## src/gpio_controller_with_interrupts_defines.svh

```systemverilog
// Assertion macros for the GPIO controller.
`ifndef GPIO_CONTROLLER_WITH_INTERRUPTS_DEFINES_SVH
`define GPIO_CONTROLLER_WITH_INTERRUPTS_DEFINES_SVH

`ifndef NO_ASSERTIONS
// Check that prop holds at every clock edge out of reset.
`define GPIOC_ASSERT(label, prop, msg) \
	label: assert property (@(posedge clk) disable iff (!arst_n) (prop)) else $error(msg);
// Check that cond at one edge is followed by nxt at the next edge.
`define GPIOC_ASSERT_NEXT(label, cond, nxt, msg) \
	label: assert property (@(posedge clk) disable iff (!arst_n) (cond) |=> (nxt)) \
		else $error(msg);
`else
`define GPIOC_ASSERT(label, prop, msg)
`define GPIOC_ASSERT_NEXT(label, cond, nxt, msg)
`endif

`endif

```

## src/gpioc_pkg.sv

```systemverilog
package gpioc_pkg;

	localparam int PIN_W     = 25;
	localparam int WORD_W    = 32;
	localparam int NUM_PINS  = 25;
	localparam int LOW_PINS  = 16;

	localparam logic [1:0] FUNC_READ   = 2'd0;
	localparam logic [1:0] FUNC_WRITE  = 2'd1;
	localparam logic [1:0] FUNC_SAMPLE = 2'd2;

	localparam logic [3:0] REG_VALUE     = 4'd0;
	localparam logic [3:0] REG_OUTPUT    = 4'd1;
	localparam logic [3:0] REG_DIRECTION = 4'd2;
	localparam logic [3:0] REG_ENABLE    = 4'd8;
	localparam logic [3:0] REG_RAW       = 4'd9;
	localparam logic [3:0] REG_STATUS    = 4'd10;
	localparam logic [3:0] REG_POLARITY  = 4'd11;
	localparam logic [3:0] REG_TYPE      = 4'd12;

	typedef struct packed {
		logic [1:0]        func;
		logic [3:0]        reg_index;
		logic [WORD_W-1:0] write_data;
		logic [PIN_W-1:0]  pin_levels;
	} gpio_in_t;

	typedef struct packed {
		logic [WORD_W-1:0] read_data;
		logic [PIN_W-1:0]  pin_drive;
		logic [PIN_W-1:0]  pin_output_enable;
		logic              irq;
	} gpio_out_t;

endpackage

```

## src/gpioc_core.sv

```systemverilog
module gpioc_core
	import gpioc_pkg::*;
#(
	parameter int NUM_PINS = gpioc_pkg::NUM_PINS,
	parameter int LOW_PINS = gpioc_pkg::LOW_PINS
) (
	input  logic      clk,
	input  logic      arst_n,
	input  logic      fire,
	input  gpio_in_t  item,
	output gpio_out_t result
);

	localparam logic [WORD_W-1:0] PinMask32 = WORD_W'((64'd1 << NUM_PINS) - 64'd1);
	localparam logic [WORD_W-1:0] LowMask32 = WORD_W'((64'd1 << LOW_PINS) - 64'd1);
	localparam int                HighShift = WORD_W - NUM_PINS;
	localparam logic [WORD_W-1:0] IntMask   =
		(PinMask32 & LowMask32) | ((PinMask32 & ~LowMask32) << HighShift);
	localparam logic [PIN_W-1:0]  PinMask   = PinMask32[PIN_W-1:0];

	function automatic logic [WORD_W-1:0] spread(input logic [PIN_W-1:0] p);
		logic [WORD_W-1:0] w;
		w = WORD_W'(p) & PinMask32;
		return (w & LowMask32) | ((w & ~LowMask32) << HighShift);
	endfunction

	logic [PIN_W-1:0]  output_q, direction_q, sampled_q;
	logic [WORD_W-1:0] enable_q, raw_q, polarity_q, type_q, prev_active_q;

	logic [PIN_W-1:0]  output_d, direction_d, sampled_d, value_cur, value_d;
	logic [WORD_W-1:0] enable_d, raw_w, raw_d, polarity_d, type_d;
	logic [WORD_W-1:0] active, edges, rdata;

	assign value_cur = ((output_q & direction_q) | (sampled_q & ~direction_q)) & PinMask;

	always_comb begin
		rdata       = '0;
		output_d    = output_q;
		direction_d = direction_q;
		sampled_d   = sampled_q;
		enable_d    = enable_q;
		raw_w       = raw_q;
		polarity_d  = polarity_q;
		type_d      = type_q;
		case (item.func)
			FUNC_READ: begin
				case (item.reg_index)
					REG_VALUE:     rdata = WORD_W'(value_cur);
					REG_OUTPUT:    rdata = WORD_W'(output_q);
					REG_DIRECTION: rdata = WORD_W'(direction_q);
					REG_ENABLE:    rdata = enable_q;
					REG_RAW:       rdata = raw_q;
					REG_STATUS:    rdata = raw_q & enable_q;
					REG_POLARITY:  rdata = polarity_q;
					REG_TYPE:      rdata = type_q;
					default:       rdata = '0;
				endcase
			end
			FUNC_WRITE: begin
				case (item.reg_index)
					REG_OUTPUT:    output_d    = item.write_data[PIN_W-1:0] & PinMask;
					REG_DIRECTION: direction_d = item.write_data[PIN_W-1:0] & PinMask;
					REG_ENABLE:    enable_d    = item.write_data & IntMask;
					REG_RAW:       raw_w       = raw_q & ~item.write_data;
					REG_POLARITY:  polarity_d  = item.write_data & IntMask;
					REG_TYPE:      type_d      = item.write_data & IntMask;
					default:       ;
				endcase
			end
			FUNC_SAMPLE: sampled_d = item.pin_levels & PinMask;
			default:     ;
		endcase
	end

	assign value_d = ((output_d & direction_d) | (sampled_d & ~direction_d)) & PinMask;
	assign active  = ~(spread(value_d) ^ polarity_d) & IntMask;
	assign edges   = active & ~prev_active_q;
	assign raw_d   = ((raw_w | edges) & type_d) | (active & ~type_d & IntMask);

	always_ff @(posedge clk or negedge arst_n) begin
		if (!arst_n) begin
			output_q      <= '0;
			direction_q   <= '0;
			sampled_q     <= '0;
			enable_q      <= '0;
			raw_q         <= '0;
			polarity_q    <= '0;
			type_q        <= '0;
			prev_active_q <= '0;
		end else if (fire) begin
			output_q      <= output_d;
			direction_q   <= direction_d;
			sampled_q     <= sampled_d;
			enable_q      <= enable_d;
			raw_q         <= raw_d;
			polarity_q    <= polarity_d;
			type_q        <= type_d;
			prev_active_q <= active;
		end
	end

	assign result.read_data         = rdata;
	assign result.pin_drive         = output_d;
	assign result.pin_output_enable = direction_d;
	assign result.irq               = |(raw_d & enable_d);

endmodule

```

## src/gpio_controller_with_interrupts.sv

```systemverilog
// GPIO controller with edge and level interrupts. Every request transaction
// is a register read, a register write or a pin sample tick; each one yields
// exactly one response transaction carrying the read word (zero for writes
// and ticks), the pin drive and output enable words and the irq flag, all as
// they stand after the transaction. One transaction is taken every cycle
// while req_stall is low; a request passes through the input register and
// then the response register, with the single-pass register and interrupt
// update in between. req_stall rises only while a response is held by
// rsp_stall and the input register is full.
`include "gpio_controller_with_interrupts_defines.svh"

module gpio_controller_with_interrupts
	import gpioc_pkg::*;
#(
	parameter int NUM_PINS = gpioc_pkg::NUM_PINS,
	parameter int LOW_PINS = gpioc_pkg::LOW_PINS
) (
	input  logic      clk,
	input  logic      arst_n,
	input  logic      req_valid,
	output logic      req_stall,
	input  gpio_in_t  req,
	output logic      rsp_valid,
	input  logic      rsp_stall,
	output gpio_out_t rsp
);

	localparam logic [PIN_W-1:0] PinMask = PIN_W'((64'd1 << NUM_PINS) - 64'd1);

	logic      valid_s1;
	gpio_in_t  req_s1;
	logic      rsp_valid_q;
	gpio_out_t rsp_q;
	gpio_out_t core_result;
	logic      advance;
	logic      fire;

	assign advance   = !rsp_valid_q || !rsp_stall;
	assign fire      = valid_s1 && advance;
	assign req_stall = valid_s1 && !advance;

	gpioc_core #(
		.NUM_PINS(NUM_PINS),
		.LOW_PINS(LOW_PINS)
	) u_core (
		.clk   (clk),
		.arst_n(arst_n),
		.fire  (fire),
		.item  (req_s1),
		.result(core_result)
	);

	always_ff @(posedge clk or negedge arst_n) begin
		if (!arst_n) begin
			valid_s1    <= 1'b0;
			rsp_valid_q <= 1'b0;
		end else begin
			if (!req_stall) begin
				valid_s1 <= req_valid;
			end
			if (advance) begin
				rsp_valid_q <= valid_s1;
			end
		end
	end

	always_ff @(posedge clk) begin
		if (!req_stall && req_valid) begin
			req_s1 <= req;
		end
		if (fire) begin
			rsp_q <= core_result;
		end
	end

	assign rsp_valid = rsp_valid_q;
	assign rsp       = rsp_q;

	`GPIOC_ASSERT_NEXT(a_fire_gives_rsp, fire, rsp_valid, "issued transaction lost its response")
	`GPIOC_ASSERT(a_stall_only_when_held, !req_stall || (rsp_valid && rsp_stall),
		"request stalled without a held response")
	`GPIOC_ASSERT(a_pins_in_range,
		!rsp_valid || (((rsp.pin_drive | rsp.pin_output_enable) & ~PinMask) == '0),
		"pin bits set above the pin count")

endmodule
```

## config.mk

```make
export PLATFORM = sky130hd
export DESIGN_NAME = gpio_controller_with_interrupts
export DESIGN_NICKNAME = d
export VERILOG_FILES = /design/src/gpioc_pkg.sv /design/src/gpioc_core.sv /design/src/gpio_controller_with_interrupts.sv
export VERILOG_INCLUDE_DIRS = /design/src /design/src/src
export SDC_FILE = /design/constraint.sdc
export NUM_CORES = 1
export LEC_CHECK = 0
export ABC_CLOCK_PERIOD_IN_PS = 5350
export CAP_MARGIN = 20
export CORE_ASPECT_RATIO = 1.2
export CORE_UTILIZATION = 50
export CTS_CLUSTER_DIAMETER = 60
export DETAILED_ROUTE_END_ITERATION = 8
export DONT_BUFFER_PORTS = 1
export PLACE_DENSITY = 0.62
export SYNTH_ARGS = -nofsm -noshare
export SYNTH_HDL_FRONTEND = slang
export SYNTH_SLANG_ARGS = --single-unit
```

## constraint.sdc

```tcl
create_clock -name clk -period 5.35 [get_ports clk]
set_clock_uncertainty 0.15 [all_clocks]
set_input_delay 1.07 -clock clk [delete_from_list [all_inputs] [get_ports clk]]
set_output_delay 1.07 -clock clk [all_outputs]
set_load 0.1 [all_outputs]
```

==> results.yml <==
timing:
  finalSetupViolations: 0
  slew_headroom_pct: 24.9
  tightest_slew_ns: 1.12
  fin_setup_tns_ns: 0
  finalMaxSlewViolations: 0
  timing.fmax_mhz: 212
  finalHoldViolCount: 0
  min_period_ns: 4.72
  timing.final.crit_share_pct: 88.2
  layout_setup_ws_ns: 0.630
  rsz0062_at_grt: "no"
power:
  p_switching_mw: 3.48
  p_leak_nw: 9.02
  clockPowerShare_pct: 31.7
  intPower_mw: 5.99
  peakVddDrop_mv: 0.293
  seq_power_share_pct: 51.1
  swShare_pct: 36.8
  pwr-share-comb_pct: 17.3
  powerDensity_nw_per_um2: 438
yosys:
  syn_avg_cell_area_sq_um: 10.2
  synth_top_area_share_pct: 29.4
  synth_most_common_cell: "nand2_1"
  synth_fp_nets: 1993
  synth_top_family_by_area: "compound AO/OA/AOI/OAI gates"
  yosys.cell_types.count: 78
  netlist_area_sq_um: 19600
  synthArstFlopShare_pct: 61.2
  syn_inst: 1926
  synth_fa_ha_area_share_pct: 0
  post-synth-top-area-cell: "dfrtp_1"
  synth_simple_gate_area_share_pct: 16.3
  yosysWarnings: 0
  ys_seq_area_share_pct: 51.8
  yosys_register_bits: 376
  synth_compound_area_share_pct: 18.4
  synth-edff-count: 146
  synth_area_leaders: "dfrtp_1 (29%), edfxtp_1 (22%), nand2_1 (7.2%)"
  synth_mux_area_share_pct: 9.15
  yosys-top-cells-count: "nand2_1 (376), dfrtp_1 (230), edfxtp_1 (146)"
  synthFlopType: "dfrtp_1"
  synth_xor_area_share_pct: 0.895
drt:
  routedWlPerCell_um: 27.1
  viasPerCell: 6.57
  drt-initial-drc-count: 1499
  route.vias.total: 16000
  drc: 0
  drt_wl_total_um: 66100
  dr.pass1.iters: 8
  ant_nets: 0
clocking:
  htreeDepth: 2
  cts_tree: "done"
  cts_setup_buffers: 0
  hold_buffers: 0
  cts.sinks: 376
  clk-insertion-delay-late_ns: 0.58
  cts_made_buffers: 43
  clk_transition_reported_paths_ns: 0.06
  cts-resized-gates: 0
  root_buffer: "clkbuf_16"
  clock_path_buffers: 3
final_layout:
  finalNonFillerCells: 2440
  drive_above_1_share_pct: 14.8
  syn_to_final_growth_pct: 10.4
  final_core_util_pct: 55.9
  nets: 1948
  diodes: 0
critical_path:
  r2r-start: "req_s1[59]"
  end_kind: "register"
  cp.required_ns: 5.50
  crit_chain: "nor4b_4 -> buf_4 -> buf_4 -> nand2_1 -> a22o_1 -> a211oi_1 -> xor2_1 -> nor3_1 -> a2111o_1 -> or4_1"
  r2r-end: "rsp[0]"
  critPathBufInv: 2
  cp_data_arrival_time_ns: 4.87
  reg2reg_depth: 10
  crit_path_max_fanout: 19
  critPathLaunchType: "register"
  cp_slowest_cell: "a211oi_1"
  critPathKind: "register to register"
  r2r_slack_ns: 0.63
  cp_slowest_stage_delay_ns: 0.88
  crit_path_frequent_cell: "buf_4"
  crit_family: "compound AO/OA/AOI/OAI gates"
global_route:
  antenna_found_initial: 1
  grt_max_degree: 231
  grt_overflow: 0
  grt_util_all_layers_pct: 33.5
  grt_pass1_wl_um: 99000
  grt_pass1_vias: 15800
floorplan:
  row_count: 79
  core_sq_um: 38600
  fp.dieW_um: 183
  ioPinCount: 152
  dieArea_sq_um: 39900
  dieHeight_um: 219
  initial_core_util_pct: 50.6
min_path:
  worstHoldPathType: "input port to asynchronous set/reset pin"
outcome:
  outcome: "finished, final reports clean"
placed_design:
  dp.cells: 2361
  dp_slack_ns: 0.856
  globalplace.congestion: 0.964
  port_buffers: 0
  post-dp-hpwl_um: 43200
flow_run:
  cap_violations: 0
## how the worst max path moves through the flow
stage / from / end / cells past startpoint
final: req_s1[59] / rsp[0] / 10
after global routing: req_s1[59] / rsp[0] / 10
after CTS: req_s1[59] / rsp[0] / 10
after detailed placement: req_s1[59] / rsp[0] / 10
after global placement: req_s1[59] / rsp[0] / 10
after floorplan: rsp_stall / rsp[0] / 5
## power groups by stage
stage	Combinational, mW	Clock, mW	Sequential [mW]
6_report	1.63	3.00	4.84
5_1_grt	1.80	3.15	4.89
4_1_cts	1.62	3.04	4.82
3_5_place_dp	1.61	0	4.86
3_3_place_gp	1.57	0	4.85
2_1_floorplan	1.29	0	4.56
## through the flow
stage / total power, mW / instance area [sq um] / hold WS, ns
5_1_grt: 9.84 / 21600 / 0.0233
2_1_floorplan: 5.85 / 19600 / 0.294
4_1_cts: 9.48 / 21600 / 0.0178
3_3_place_gp: 6.42 / 20200 / 0.307
3_5_place_dp: 6.47 / 20200 / 0.315
6_report: 9.47 / 21600 / 0.0384
## worst reg2reg max path: stages, from the launching register on
cell,delay [ns]
edfxtp_1,0.70
nor4b_4,0.35
buf_4,0.29
buf_4,0.33
nand2_1,0.30
a22o_1,0.31
a211oi_1,0.88
xor2_1,0.26
nor3_1,0.10
a2111o_1,0.38
or4_1,0.39
## area by class of cell
class | count | area, sq um
timing repair buffer | 61 | 474
clock inverter | 31 | 314
sequential | 376 | 10100
clock buffer | 47 | 1100
multi-input combinational | 1381 | 8840
fill | 3334 | 17000
inverter | 18 | 75.1
tap | 526 | 658
## registers in the layout (all words and copies together), names as in the netlist, 25 cells and up, named ones only
name	count
req_s1	63
rsp	83
u_core.direction_q	25
u_core.enable_q	32
u_core.output_q	25
u_core.polarity_q	25
u_core.prev_active_q	25
u_core.raw_q	32
u_core.sampled_q	25
u_core.type_q	32
## layer usage
| metal | share of wire [%] | wire length (um) | up-vias | track usage (%) |
|---|---|---|---|---|
| met5 | 0.020 | 13 | - | 0 |
| met4 | 7.0 | 4640 | 2 | 22.3 |
| met3 | 7.7 | 5090 | 246 | 6.57 |
| met2 | 47 | 31400 | 760 | 54.7 |
| met1 | 38 | 25000 | 8044 | 40.2 |
| li1 | - | - | 6985 | - |
## kinds of logic (layout without fill, tap and decap cells)
| logic type | count (synthesis) | count (layout) |
|---|---|---|
| multiplexers | 164 | 164 |
| buffers and inverters | 169 | 157 |
| XOR/XNOR | 20 | 20 |
| AO/OA/AOI/OAI | 520 | 520 |
| AND/OR/NAND/NOR | 677 | 677 |
| flip-flops | 376 | 376 |
## layout by cell type, fill, tap and decap left out, drive strengths merged, types with 6 or more instances in the layout
cell,synthesis,final
clkinv,1,14
nor2b,13,13
dfrtp,230,230
and3,28,28
o31ai,7,7
nand3,22,22
nand2b,20,20
a32oi,10,10
mux2i,45,45
a211o,11,11
xnor2,15,15
nor2,86,86
and2,29,29
inv,17,26
nand4,20,20
a21o,66,66
nand4b,7,7
nand2,376,376
buf,25,61
mux2,119,119
edfxtp,146,146
a222oi,7,7
a22oi,32,32
clkbuf,126,47
o211ai,24,24
a211oi,25,25
o221ai,9,9
o21ai,94,94
a22o,26,26
a21boi,20,20
a2bb2oi,12,12
o2111ai,9,9
nor4,9,9
nor4bb,6,6
nor3,19,19
nand3b,9,9
a31oi,58,58
a21oi,75,75
No activity file was read; power rests on OpenSTA's default activity.
